### src/hw/rtl/bpm_pkg.sv
// Package for the byte pattern masker: sizes, register indexes, shared types.
// Used by bpm_cfg, bpm_cell and byte_pattern_masker. No dependencies.
`timescale 1ns / 1ps

package bpm_pkg;

	localparam int NUM_PATTERNS      = 3;
	localparam int MAX_PATTERN_BYTES = 8;
	localparam int BYTE_W            = 8;
	localparam int PATTERN_W         = MAX_PATTERN_BYTES * BYTE_W;
	// one slot more than the longest pattern so a pass keeps taking words while it emits
	localparam int WIN_DEPTH         = MAX_PATTERN_BYTES + 1;
	localparam int IDX_W             = $clog2(WIN_DEPTH);
	localparam int FILL_W            = $clog2(WIN_DEPTH + 1);
	localparam int LEN_W             = 4;
	localparam int SUPP_W            = (MAX_PATTERN_BYTES > 1) ? $clog2(MAX_PATTERN_BYTES) : 1;
	localparam int CFG_IDX_W         = 3;
	localparam int CFG_DATA_W        = 64;

	localparam logic [BYTE_W-1:0] MASK_CHAR = 8'h2A;

	typedef enum logic [CFG_IDX_W-1:0] {
		REG_FILTER_ENABLE  = 3'd0,
		REG_PATTERN_FIRST  = 3'd1,
		REG_LENGTH_FIRST   = 3'd2,
		REG_PATTERN_SECOND = 3'd3,
		REG_LENGTH_SECOND  = 3'd4,
		REG_PATTERN_THIRD  = 3'd5,
		REG_LENGTH_THIRD   = 3'd6
	} cfg_reg_e;

	// per-pass settings; length is already gated by enable and saturated
	typedef struct packed {
		logic [PATTERN_W-1:0] pattern;
		logic [LEN_W-1:0]     length;
	} pass_cfg_t;

	typedef struct packed {
		logic [BYTE_W-1:0] data;
		logic              last;
	} stream_word_t;

endpackage

### src/hw/rtl/bpm_cfg.sv
// Configuration register file of the byte pattern masker.
// Produces the effective pattern and length of each pass. Depends on bpm_pkg.
`timescale 1ns / 1ps

module bpm_cfg (
	input  logic                            clk,
	input  logic                            arst_n,
	input  logic                            cfg_valid,
	output logic                            cfg_ready,
	input  logic [bpm_pkg::CFG_IDX_W-1:0]   cfg_index,
	input  logic [bpm_pkg::CFG_DATA_W-1:0]  cfg_data,
	output bpm_pkg::pass_cfg_t              pass_cfg [bpm_pkg::NUM_PATTERNS]
);

	logic                              enable_q;
	logic [bpm_pkg::PATTERN_W-1:0]     pattern_q [bpm_pkg::NUM_PATTERNS];
	logic [bpm_pkg::LEN_W-1:0]         length_q  [bpm_pkg::NUM_PATTERNS];
	logic                              wr_en;

	assign cfg_ready = 1'b1;
	assign wr_en     = cfg_valid && cfg_ready;

	always_ff @(posedge clk or negedge arst_n) begin
		if (!arst_n) begin
			enable_q <= 1'b1;
			for (int p = 0; p < bpm_pkg::NUM_PATTERNS; p++) begin
				pattern_q[p] <= '0;
				length_q[p]  <= '0;
			end
		end else if (wr_en) begin
			case (cfg_index)
				bpm_pkg::REG_FILTER_ENABLE:  enable_q     <= cfg_data[0];
				bpm_pkg::REG_PATTERN_FIRST:  pattern_q[0] <= cfg_data[bpm_pkg::PATTERN_W-1:0];
				bpm_pkg::REG_LENGTH_FIRST:   length_q[0]  <= cfg_data[bpm_pkg::LEN_W-1:0];
				bpm_pkg::REG_PATTERN_SECOND: pattern_q[1] <= cfg_data[bpm_pkg::PATTERN_W-1:0];
				bpm_pkg::REG_LENGTH_SECOND:  length_q[1]  <= cfg_data[bpm_pkg::LEN_W-1:0];
				bpm_pkg::REG_PATTERN_THIRD:  pattern_q[2] <= cfg_data[bpm_pkg::PATTERN_W-1:0];
				bpm_pkg::REG_LENGTH_THIRD:   length_q[2]  <= cfg_data[bpm_pkg::LEN_W-1:0];
				default: ;
			endcase
		end
	end

	always_comb begin
		for (int p = 0; p < bpm_pkg::NUM_PATTERNS; p++) begin
			pass_cfg[p].pattern = pattern_q[p];
			if (!enable_q)
				pass_cfg[p].length = '0;
			else if (length_q[p] > bpm_pkg::LEN_W'(bpm_pkg::MAX_PATTERN_BYTES))
				pass_cfg[p].length = bpm_pkg::LEN_W'(bpm_pkg::MAX_PATTERN_BYTES);
			else
				pass_cfg[p].length = length_q[p];
		end
	end

endmodule

### src/hw/rtl/bpm_cell.sv
// One masking pass: a byte window, a parallel pattern compare and an output register.
// Takes words from the left, hands one word per cycle right while out_ready. Depends on bpm_pkg.
`timescale 1ns / 1ps

module bpm_cell (
	input  logic                  clk,
	input  logic                  arst_n,
	input  bpm_pkg::pass_cfg_t    cfg,
	input  logic                  in_valid,
	output logic                  in_ready,
	input  bpm_pkg::stream_word_t in_word,
	output logic                  out_valid,
	input  logic                  out_ready,
	output bpm_pkg::stream_word_t out_word
);

	localparam int FW = bpm_pkg::FILL_W;

	logic [bpm_pkg::BYTE_W-1:0]        win_q [bpm_pkg::WIN_DEPTH];
	logic [bpm_pkg::BYTE_W-1:0]        win_d [bpm_pkg::WIN_DEPTH];
	logic [FW-1:0]                     fill_q, fill_d;
	logic [bpm_pkg::SUPP_W-1:0]        supp_q, supp_d;
	logic                              flush_q, flush_d;
	logic                              pend_q, pend_d;
	logic                              out_valid_q;
	bpm_pkg::stream_word_t             out_word_q;
	bpm_pkg::stream_word_t             emit_word;

	logic [FW-1:0]                     len_f, limit_f, wr_pos;
	logic [bpm_pkg::IDX_W-1:0]         wr_idx;
	logic [bpm_pkg::MAX_PATTERN_BYTES-1:0] byte_ok;
	logic                              push, due, emit, test, hit, drain_end;

	always_comb begin
		len_f   = FW'(cfg.length);
		limit_f = (len_f != '0) ? len_f - FW'(1) : '0;

		in_ready = !flush_q && (fill_q < FW'(bpm_pkg::WIN_DEPTH));
		push     = in_valid && in_ready;

		// a pushed word owes emissions until the window is back at limit, or empty on a flush
		due  = pend_q && ((fill_q > limit_f) || (flush_q && fill_q != '0));
		emit = due && (!out_valid_q || out_ready);

		test = (len_f != '0) && (fill_q >= len_f);
		for (int k = 0; k < bpm_pkg::MAX_PATTERN_BYTES; k++)
			byte_ok[k] = (win_q[k] == cfg.pattern[k*bpm_pkg::BYTE_W +: bpm_pkg::BYTE_W])
				|| (FW'(k) >= len_f);
		hit = test && (supp_q == '0) && (&byte_ok);

		drain_end = emit && flush_q && (fill_q == FW'(1));

		emit_word.data = hit ? bpm_pkg::MASK_CHAR : win_q[0];
		emit_word.last = flush_q && (fill_q == FW'(1));

		// shift out the front byte; a hit masks the rest of the match in place
		for (int k = 0; k < bpm_pkg::WIN_DEPTH; k++)
			win_d[k] = win_q[k];
		if (emit) begin
			for (int k = 0; k < bpm_pkg::WIN_DEPTH - 1; k++)
				win_d[k] = (hit && (FW'(k + 1) < len_f)) ? bpm_pkg::MASK_CHAR : win_q[k+1];
		end
		wr_pos = fill_q - FW'(emit);
		wr_idx = wr_pos[bpm_pkg::IDX_W-1:0];
		if (push)
			win_d[wr_idx] = in_word.data;

		fill_d = fill_q - FW'(emit) + FW'(push);

		supp_d = supp_q;
		if (emit && test) begin
			if (supp_q != '0)
				supp_d = supp_q - bpm_pkg::SUPP_W'(1);
			else if (hit)
				supp_d = bpm_pkg::SUPP_W'(len_f - FW'(1));
		end
		if (((push || emit) && len_f == '0) || drain_end)
			supp_d = '0;

		flush_d = flush_q;
		if (drain_end)
			flush_d = 1'b0;
		if (push && in_word.last)
			flush_d = 1'b1;

		pend_d = push || (pend_q && ((fill_d > limit_f) || (flush_d && fill_d != '0)));
	end

	always_ff @(posedge clk or negedge arst_n) begin
		if (!arst_n) begin
			fill_q      <= '0;
			supp_q      <= '0;
			flush_q     <= 1'b0;
			pend_q      <= 1'b0;
			out_valid_q <= 1'b0;
		end else begin
			fill_q  <= fill_d;
			supp_q  <= supp_d;
			flush_q <= flush_d;
			pend_q  <= pend_d;
			if (emit)
				out_valid_q <= 1'b1;
			else if (out_ready)
				out_valid_q <= 1'b0;
		end
	end

	always_ff @(posedge clk) begin
		win_q <= win_d;
		if (emit)
			out_word_q <= emit_word;
	end

	assign out_valid = out_valid_q;
	assign out_word  = out_word_q;

endmodule

### src/hw/rtl/byte_pattern_masker.sv
// A byte passes the window and output register of each pass once the pass holds pattern
// length minus one later bytes. Throughput: one byte per cycle while the receiver is
// ready, each pass window emitting one word per cycle; a last word drains every held
// byte, and the input stalls after it until the first pass has drained.
// Reset (arst_n, async, active low): windows empty, filter enabled, all lengths zero.
`timescale 1ns / 1ps

module byte_pattern_masker (
	input  logic                           clk,
	input  logic                           arst_n,
	input  logic                           s_axis_tvalid,
	output logic                           s_axis_tready,
	input  logic [7:0]                     s_axis_tdata,   // [7:0] in_byte
	input  logic                           s_axis_tlast,   // in_last
	output logic                           m_axis_tvalid,
	input  logic                           m_axis_tready,
	output logic [7:0]                     m_axis_tdata,   // [7:0] out_byte
	output logic                           m_axis_tlast,   // out_last
	input  logic                           cfg_valid,
	output logic                           cfg_ready,
	input  logic [bpm_pkg::CFG_IDX_W-1:0]  cfg_index,
	input  logic [bpm_pkg::CFG_DATA_W-1:0] cfg_data
);

	bpm_pkg::pass_cfg_t    pass_cfg  [bpm_pkg::NUM_PATTERNS];
	logic                  link_valid [bpm_pkg::NUM_PATTERNS + 1];
	logic                  link_ready [bpm_pkg::NUM_PATTERNS + 1];
	bpm_pkg::stream_word_t link_word  [bpm_pkg::NUM_PATTERNS + 1];

	bpm_cfg u_cfg (
		.clk       (clk),
		.arst_n    (arst_n),
		.cfg_valid (cfg_valid),
		.cfg_ready (cfg_ready),
		.cfg_index (cfg_index),
		.cfg_data  (cfg_data),
		.pass_cfg  (pass_cfg)
	);

	assign link_valid[0]     = s_axis_tvalid;
	assign s_axis_tready     = link_ready[0];
	assign link_word[0].data = s_axis_tdata;
	assign link_word[0].last = s_axis_tlast;

	for (genvar i = 0; i < bpm_pkg::NUM_PATTERNS; i++) begin : g_pass
		bpm_cell u_cell (
			.clk       (clk),
			.arst_n    (arst_n),
			.cfg       (pass_cfg[i]),
			.in_valid  (link_valid[i]),
			.in_ready  (link_ready[i]),
			.in_word   (link_word[i]),
			.out_valid (link_valid[i+1]),
			.out_ready (link_ready[i+1]),
			.out_word  (link_word[i+1])
		);
	end

	assign m_axis_tvalid                     = link_valid[bpm_pkg::NUM_PATTERNS];
	assign link_ready[bpm_pkg::NUM_PATTERNS] = m_axis_tready;
	assign m_axis_tdata                      = link_word[bpm_pkg::NUM_PATTERNS].data;
	assign m_axis_tlast                      = link_word[bpm_pkg::NUM_PATTERNS].last;

`ifndef ASSERT_OFF
	for (genvar i = 0; i < bpm_pkg::NUM_PATTERNS; i++) begin : g_chk
		// a pass that took a last word holds off new words while it drains
		a_last_blocks: assert property (@(posedge clk) disable iff (!arst_n)
			link_valid[i] && link_ready[i] && link_word[i].last |=> !link_ready[i])
			else $error("pass %0d took a word right after a last word", i);

		// clearing the enable turns every pass into a plain wire from the next cycle
		a_disable_len: assert property (@(posedge clk) disable iff (!arst_n)
			cfg_valid && cfg_ready
			&& cfg_index == bpm_pkg::CFG_IDX_W'(bpm_pkg::REG_FILTER_ENABLE)
			&& !cfg_data[0]
			|=> pass_cfg[i].length == '0)
			else $error("pass %0d still masks after filter disable", i);
	end
`endif

endmodule

### config.mk
export PLATFORM = sky130hd
export DESIGN_NAME = byte_pattern_masker
export DESIGN_NICKNAME = d
export VERILOG_FILES = /design/src/hw/rtl/bpm_pkg.sv /design/src/hw/rtl/bpm_cfg.sv /design/src/hw/rtl/bpm_cell.sv /design/src/hw/rtl/byte_pattern_masker.sv
export SDC_FILE = /design/constraint.sdc
export NUM_CORES = 1
export LEC_CHECK = 0
export BUFFER_PORTS_ARGS = -buffer_cell sky130_fd_sc_hd__buf_4
export CORE_UTILIZATION = 60
export CTS_BUF_LIST = sky130_fd_sc_hd__clkbuf_8
export DETAILED_ROUTE_END_ITERATION = 8
export HOLD_SLACK_MARGIN = 0.12
export PLACE_DENSITY_LB_ADDON = 0.05
export SLEW_MARGIN = 20
export SYNTH_ARGS = -nofsm -noshare
export SYNTH_HDL_FRONTEND = slang
export SYNTH_SLANG_ARGS = --single-unit
### constraint.sdc
create_clock -name clk -period 15.9 [get_ports clk]
set_input_delay 0.795 -clock clk [delete_from_list [all_inputs] [get_ports clk]]
set_output_delay 0.795 -clock clk [all_outputs]
set_load 0.05 [all_outputs]
==> impl_results.md <==
- Status: completed
- LEAKAGE: 0.0113 uW
- Synth cell count leaders: 234 x dfrtp_1, 205 x mux2_2, 192 x dfxtp_1
- Top cell by count, worst path: nor2b_1
- Initial antenna violation count: 2
- Number of port buffers: 91
- Clock transition at path regs: 0.06 ns
- Post-Syn Nets: 2330
- Clk buf depth: 3
- Share of cells above drive strength 1: 20.1%
- Cells along the critical path: nor2b_1, nand2_1, ha_1, or4_1, ha_1, nand4_1, o31ai_1, o31ai_1, nand3_2, inv_2, buf_4, ha_1, nor2b_1, xnor2_1, nor2b_1, nor2b_1, nor2_1, a22oi_1, o21ai_0
- Mapped Cells: 2183
- Clock sinks: 478
- Max-Cap Viols: 0
- First-pass GRT wire length: 101 mm
- Post-route minimum period: 7.04 ns
- CTS resizes: 0
- Final TNS setup: 0 ns
- Crit path max fanout: 63
- Final hold viol count: 0
- FF+latch count, synth: 478
- Endpoint class of the critical path: flop
- Die X: 200 um
- Vias in the first global route: 17223
- Drt via density: 6.12
- Most area-consuming cells after synthesis: dfrtp_1 25%, dfxtp_1 16%, mux2_2 9.8%, edfxtp_1 6.5%, xor2_1 6.0%
- FMAX: 0.142 GHz
- Count leader, synth: dfrtp_1
- Total congestion overflow: 0
- WHS: 0.153 ns
- Total global-route track usage: 34.2%
- Yosys Warn Count: 0
- Clock root cell: clkbuf_8
- # IOs: 93
- Count of cell types in the netlist: 89
- RSZ-0062 raised after global routing: no
- N_diodes: 0
- Die height: 200 um
- Slew margin rel.: 28.0%
- Drt wl/cell: 23.4 um
- Crit Path Class: flop to flop
- Post-CTS Setup Bufs: 0
- Synth area leader: dfrtp_1
- TritonCTS buffer count: 79
- Largest net degree at the start of global routing: 83
- Mapped Avg Cell Area: 10.7 sq um
- CP max stage delay: 0.85 ns
- Crit path max-delay cell type: dfstp_2
- Initial drt markers: 1449
- Dpl hpwl: 48.9 mm
- Final period util: 44.3%
- Most used DFF post-synth: dfrtp_1
- Nets: 2408
- Worst Hold Class: input pin to asynchronous set/reset pin
- Crit path DAT: 7.54 ns
- Worst Clk Skew: 0.0291 ns
- Final WL: 66.5 mm
- Drt drc: 0
- Routability Congestion: 0.928
- Starting Density: 60.8%
- PD cells: 201 nW/um^2
- Max VDD drop: 0.000149 V
- Area grow syn2layout: 11.0%
- Startpoint Class: flop
- Synth top area share: 25.0%
- Antenna viol nets, final: 0
- CTS tree: done
- Hold_buf cts: 0
- Core area: 38600 sq um
- Post-Syn Area: 23400 sq um
- Final Max Tran Viols: 0
- Die Area: 39900 sq um
- Worst slew pin tran: 1.07 ns
- Sequential area share after synthesis: 48.0%
- Critical Path RT: 16.40 ns
- Via count: 17425
- Post-synth EDFFs: 51
- DRT Pass-1 Iters: 5
- Htree depth: 3
- Skew-Pair Late Insertion Delay: 0.65 ns
- FP Rows: 72
- Ys async rst share: 49.2%
- Setup violations, final: 0
[critical path: cells and delay by family, from the launching register on]
kind	cells	cell delay, ns
compound gates	4	0.72
simple gates	9	3.25
xor+xnor	1	0.21
flops	1	0.85
buf+inv	2	0.76
fa+ha+maj	3	1.07
[sequential cells by signal (all words and copies together) (netlist names), named ones only]
signal,count
g_pass.u_cell.fill_q,12
g_pass.u_cell.flush_q,3
g_pass.u_cell.out_valid,3
g_pass.u_cell.out_word,27
g_pass.u_cell.pend_q,3
g_pass.u_cell.supp_q,9
g_pass.u_cell.win_q,192
u_cfg.enable_q,1
u_cfg.length_q,12
u_cfg.pass_cfg,192
[worst paths after layout]
check,start,to,slack (ns),depth (start not counted)
min in group clk,cfg_data[23],u_cfg.pass_cfg[163]$_DFFE_PN0P_,0.40,2
worst max register to register,u_cfg.enable_q$_DFFE_PN1P_,g_pass[2].u_cell.win_q[70]$_DFF_P_,8.86,19
max in group asynchronous,arst_n,u_cfg.pass_cfg[171]$_DFFE_PN0P_,14.38,2
worst min register to register,g_pass[1].u_cell.win_q[41]$_DFF_P_,g_pass[1].u_cell.win_q[49]$_DFF_P_,0.49,2
worst max-delay path,u_cfg.enable_q$_DFFE_PN1P_,g_pass[2].u_cell.win_q[70]$_DFF_P_,8.86,19
worst min-delay path,arst_n,u_cfg.pass_cfg[9]$_DFFE_PN0P_,0.15,1
[metal layers]
| metal | global-route usage [%] | share of wire [%] | vias up |
|---|---|---|---|
| met2 | 55.0 | 47 | 601 |
| met4 | 16.8 | 4.3 | 0 |
| met3 | 6.58 | 6.5 | 146 |
| met5 | 0 | 0 | - |
| li1 | - | - | 8056 |
| met1 | 44.2 | 42 | 8622 |
[cell type report]
| cell class | instances | area (sq um) |
|---|---|---|
| multi-input cells | 1475 | 11200 |
| clock buffers | 92 | 1270 |
| clock inverters | 55 | 378 |
| inverters | 123 | 462 |
| well taps | 518 | 648 |
| flip-flops and latches | 478 | 11300 |
| fillers | 3087 | 12500 |
| repair buffers | 104 | 800 |
[power by group]
part,switching [uW],internal (uW),total [uW]
Combinational,1100,872,1970
Clock,507,613,1120
Sequential,494,1650,2150
Total,2100,3140,5240
[cell usage in the layout (no fill, tap or decap), types with 66 or more instances in the layout]
cell	instances
buf_4	101
mux2_2	205
nor2_1	101
xor2_1	160
clkbuf_8	92
a21oi_1	89
inv_1	153
dfrtp_1	234
ha_1	66
dfxtp_1	192
nand2_1	119
o21ai_0	92
[logic make-up after synthesis]
| family | count (synthesis) | synth area share [%] |
|---|---|---|
| flops | 478 | 48.0 |
| simple gates | 523 | 12.1 |
| fa+ha+maj | 66 | 3.52 |
| xor+xnor | 206 | 7.70 |
| buf+inv | 230 | 4.16 |
| mux | 220 | 10.5 |
| other cells | 1 | 0.0160 |
| compound gates | 459 | 13.9 |
[per-stage QoR]
step | util (%) | total power, uW | cell area [sq um] | std cells | setup WS, ns
after floorplan | - | 3490 | 23400 | 2183 | 9.77
after global placement | 63.2 | 4020 | 24400 | 2697 | 9.33
after detailed placement | 63.2 | 4090 | 24400 | 2697 | 8.98
after CTS | 67.4 | 5220 | 26000 | 2844 | 8.96
after global routing | 67.5 | 5560 | 26000 | 2845 | 8.23
final | 67.5 | 5240 | 26000 | 2845 | 8.86
Power figures use the tool's default switching activity.
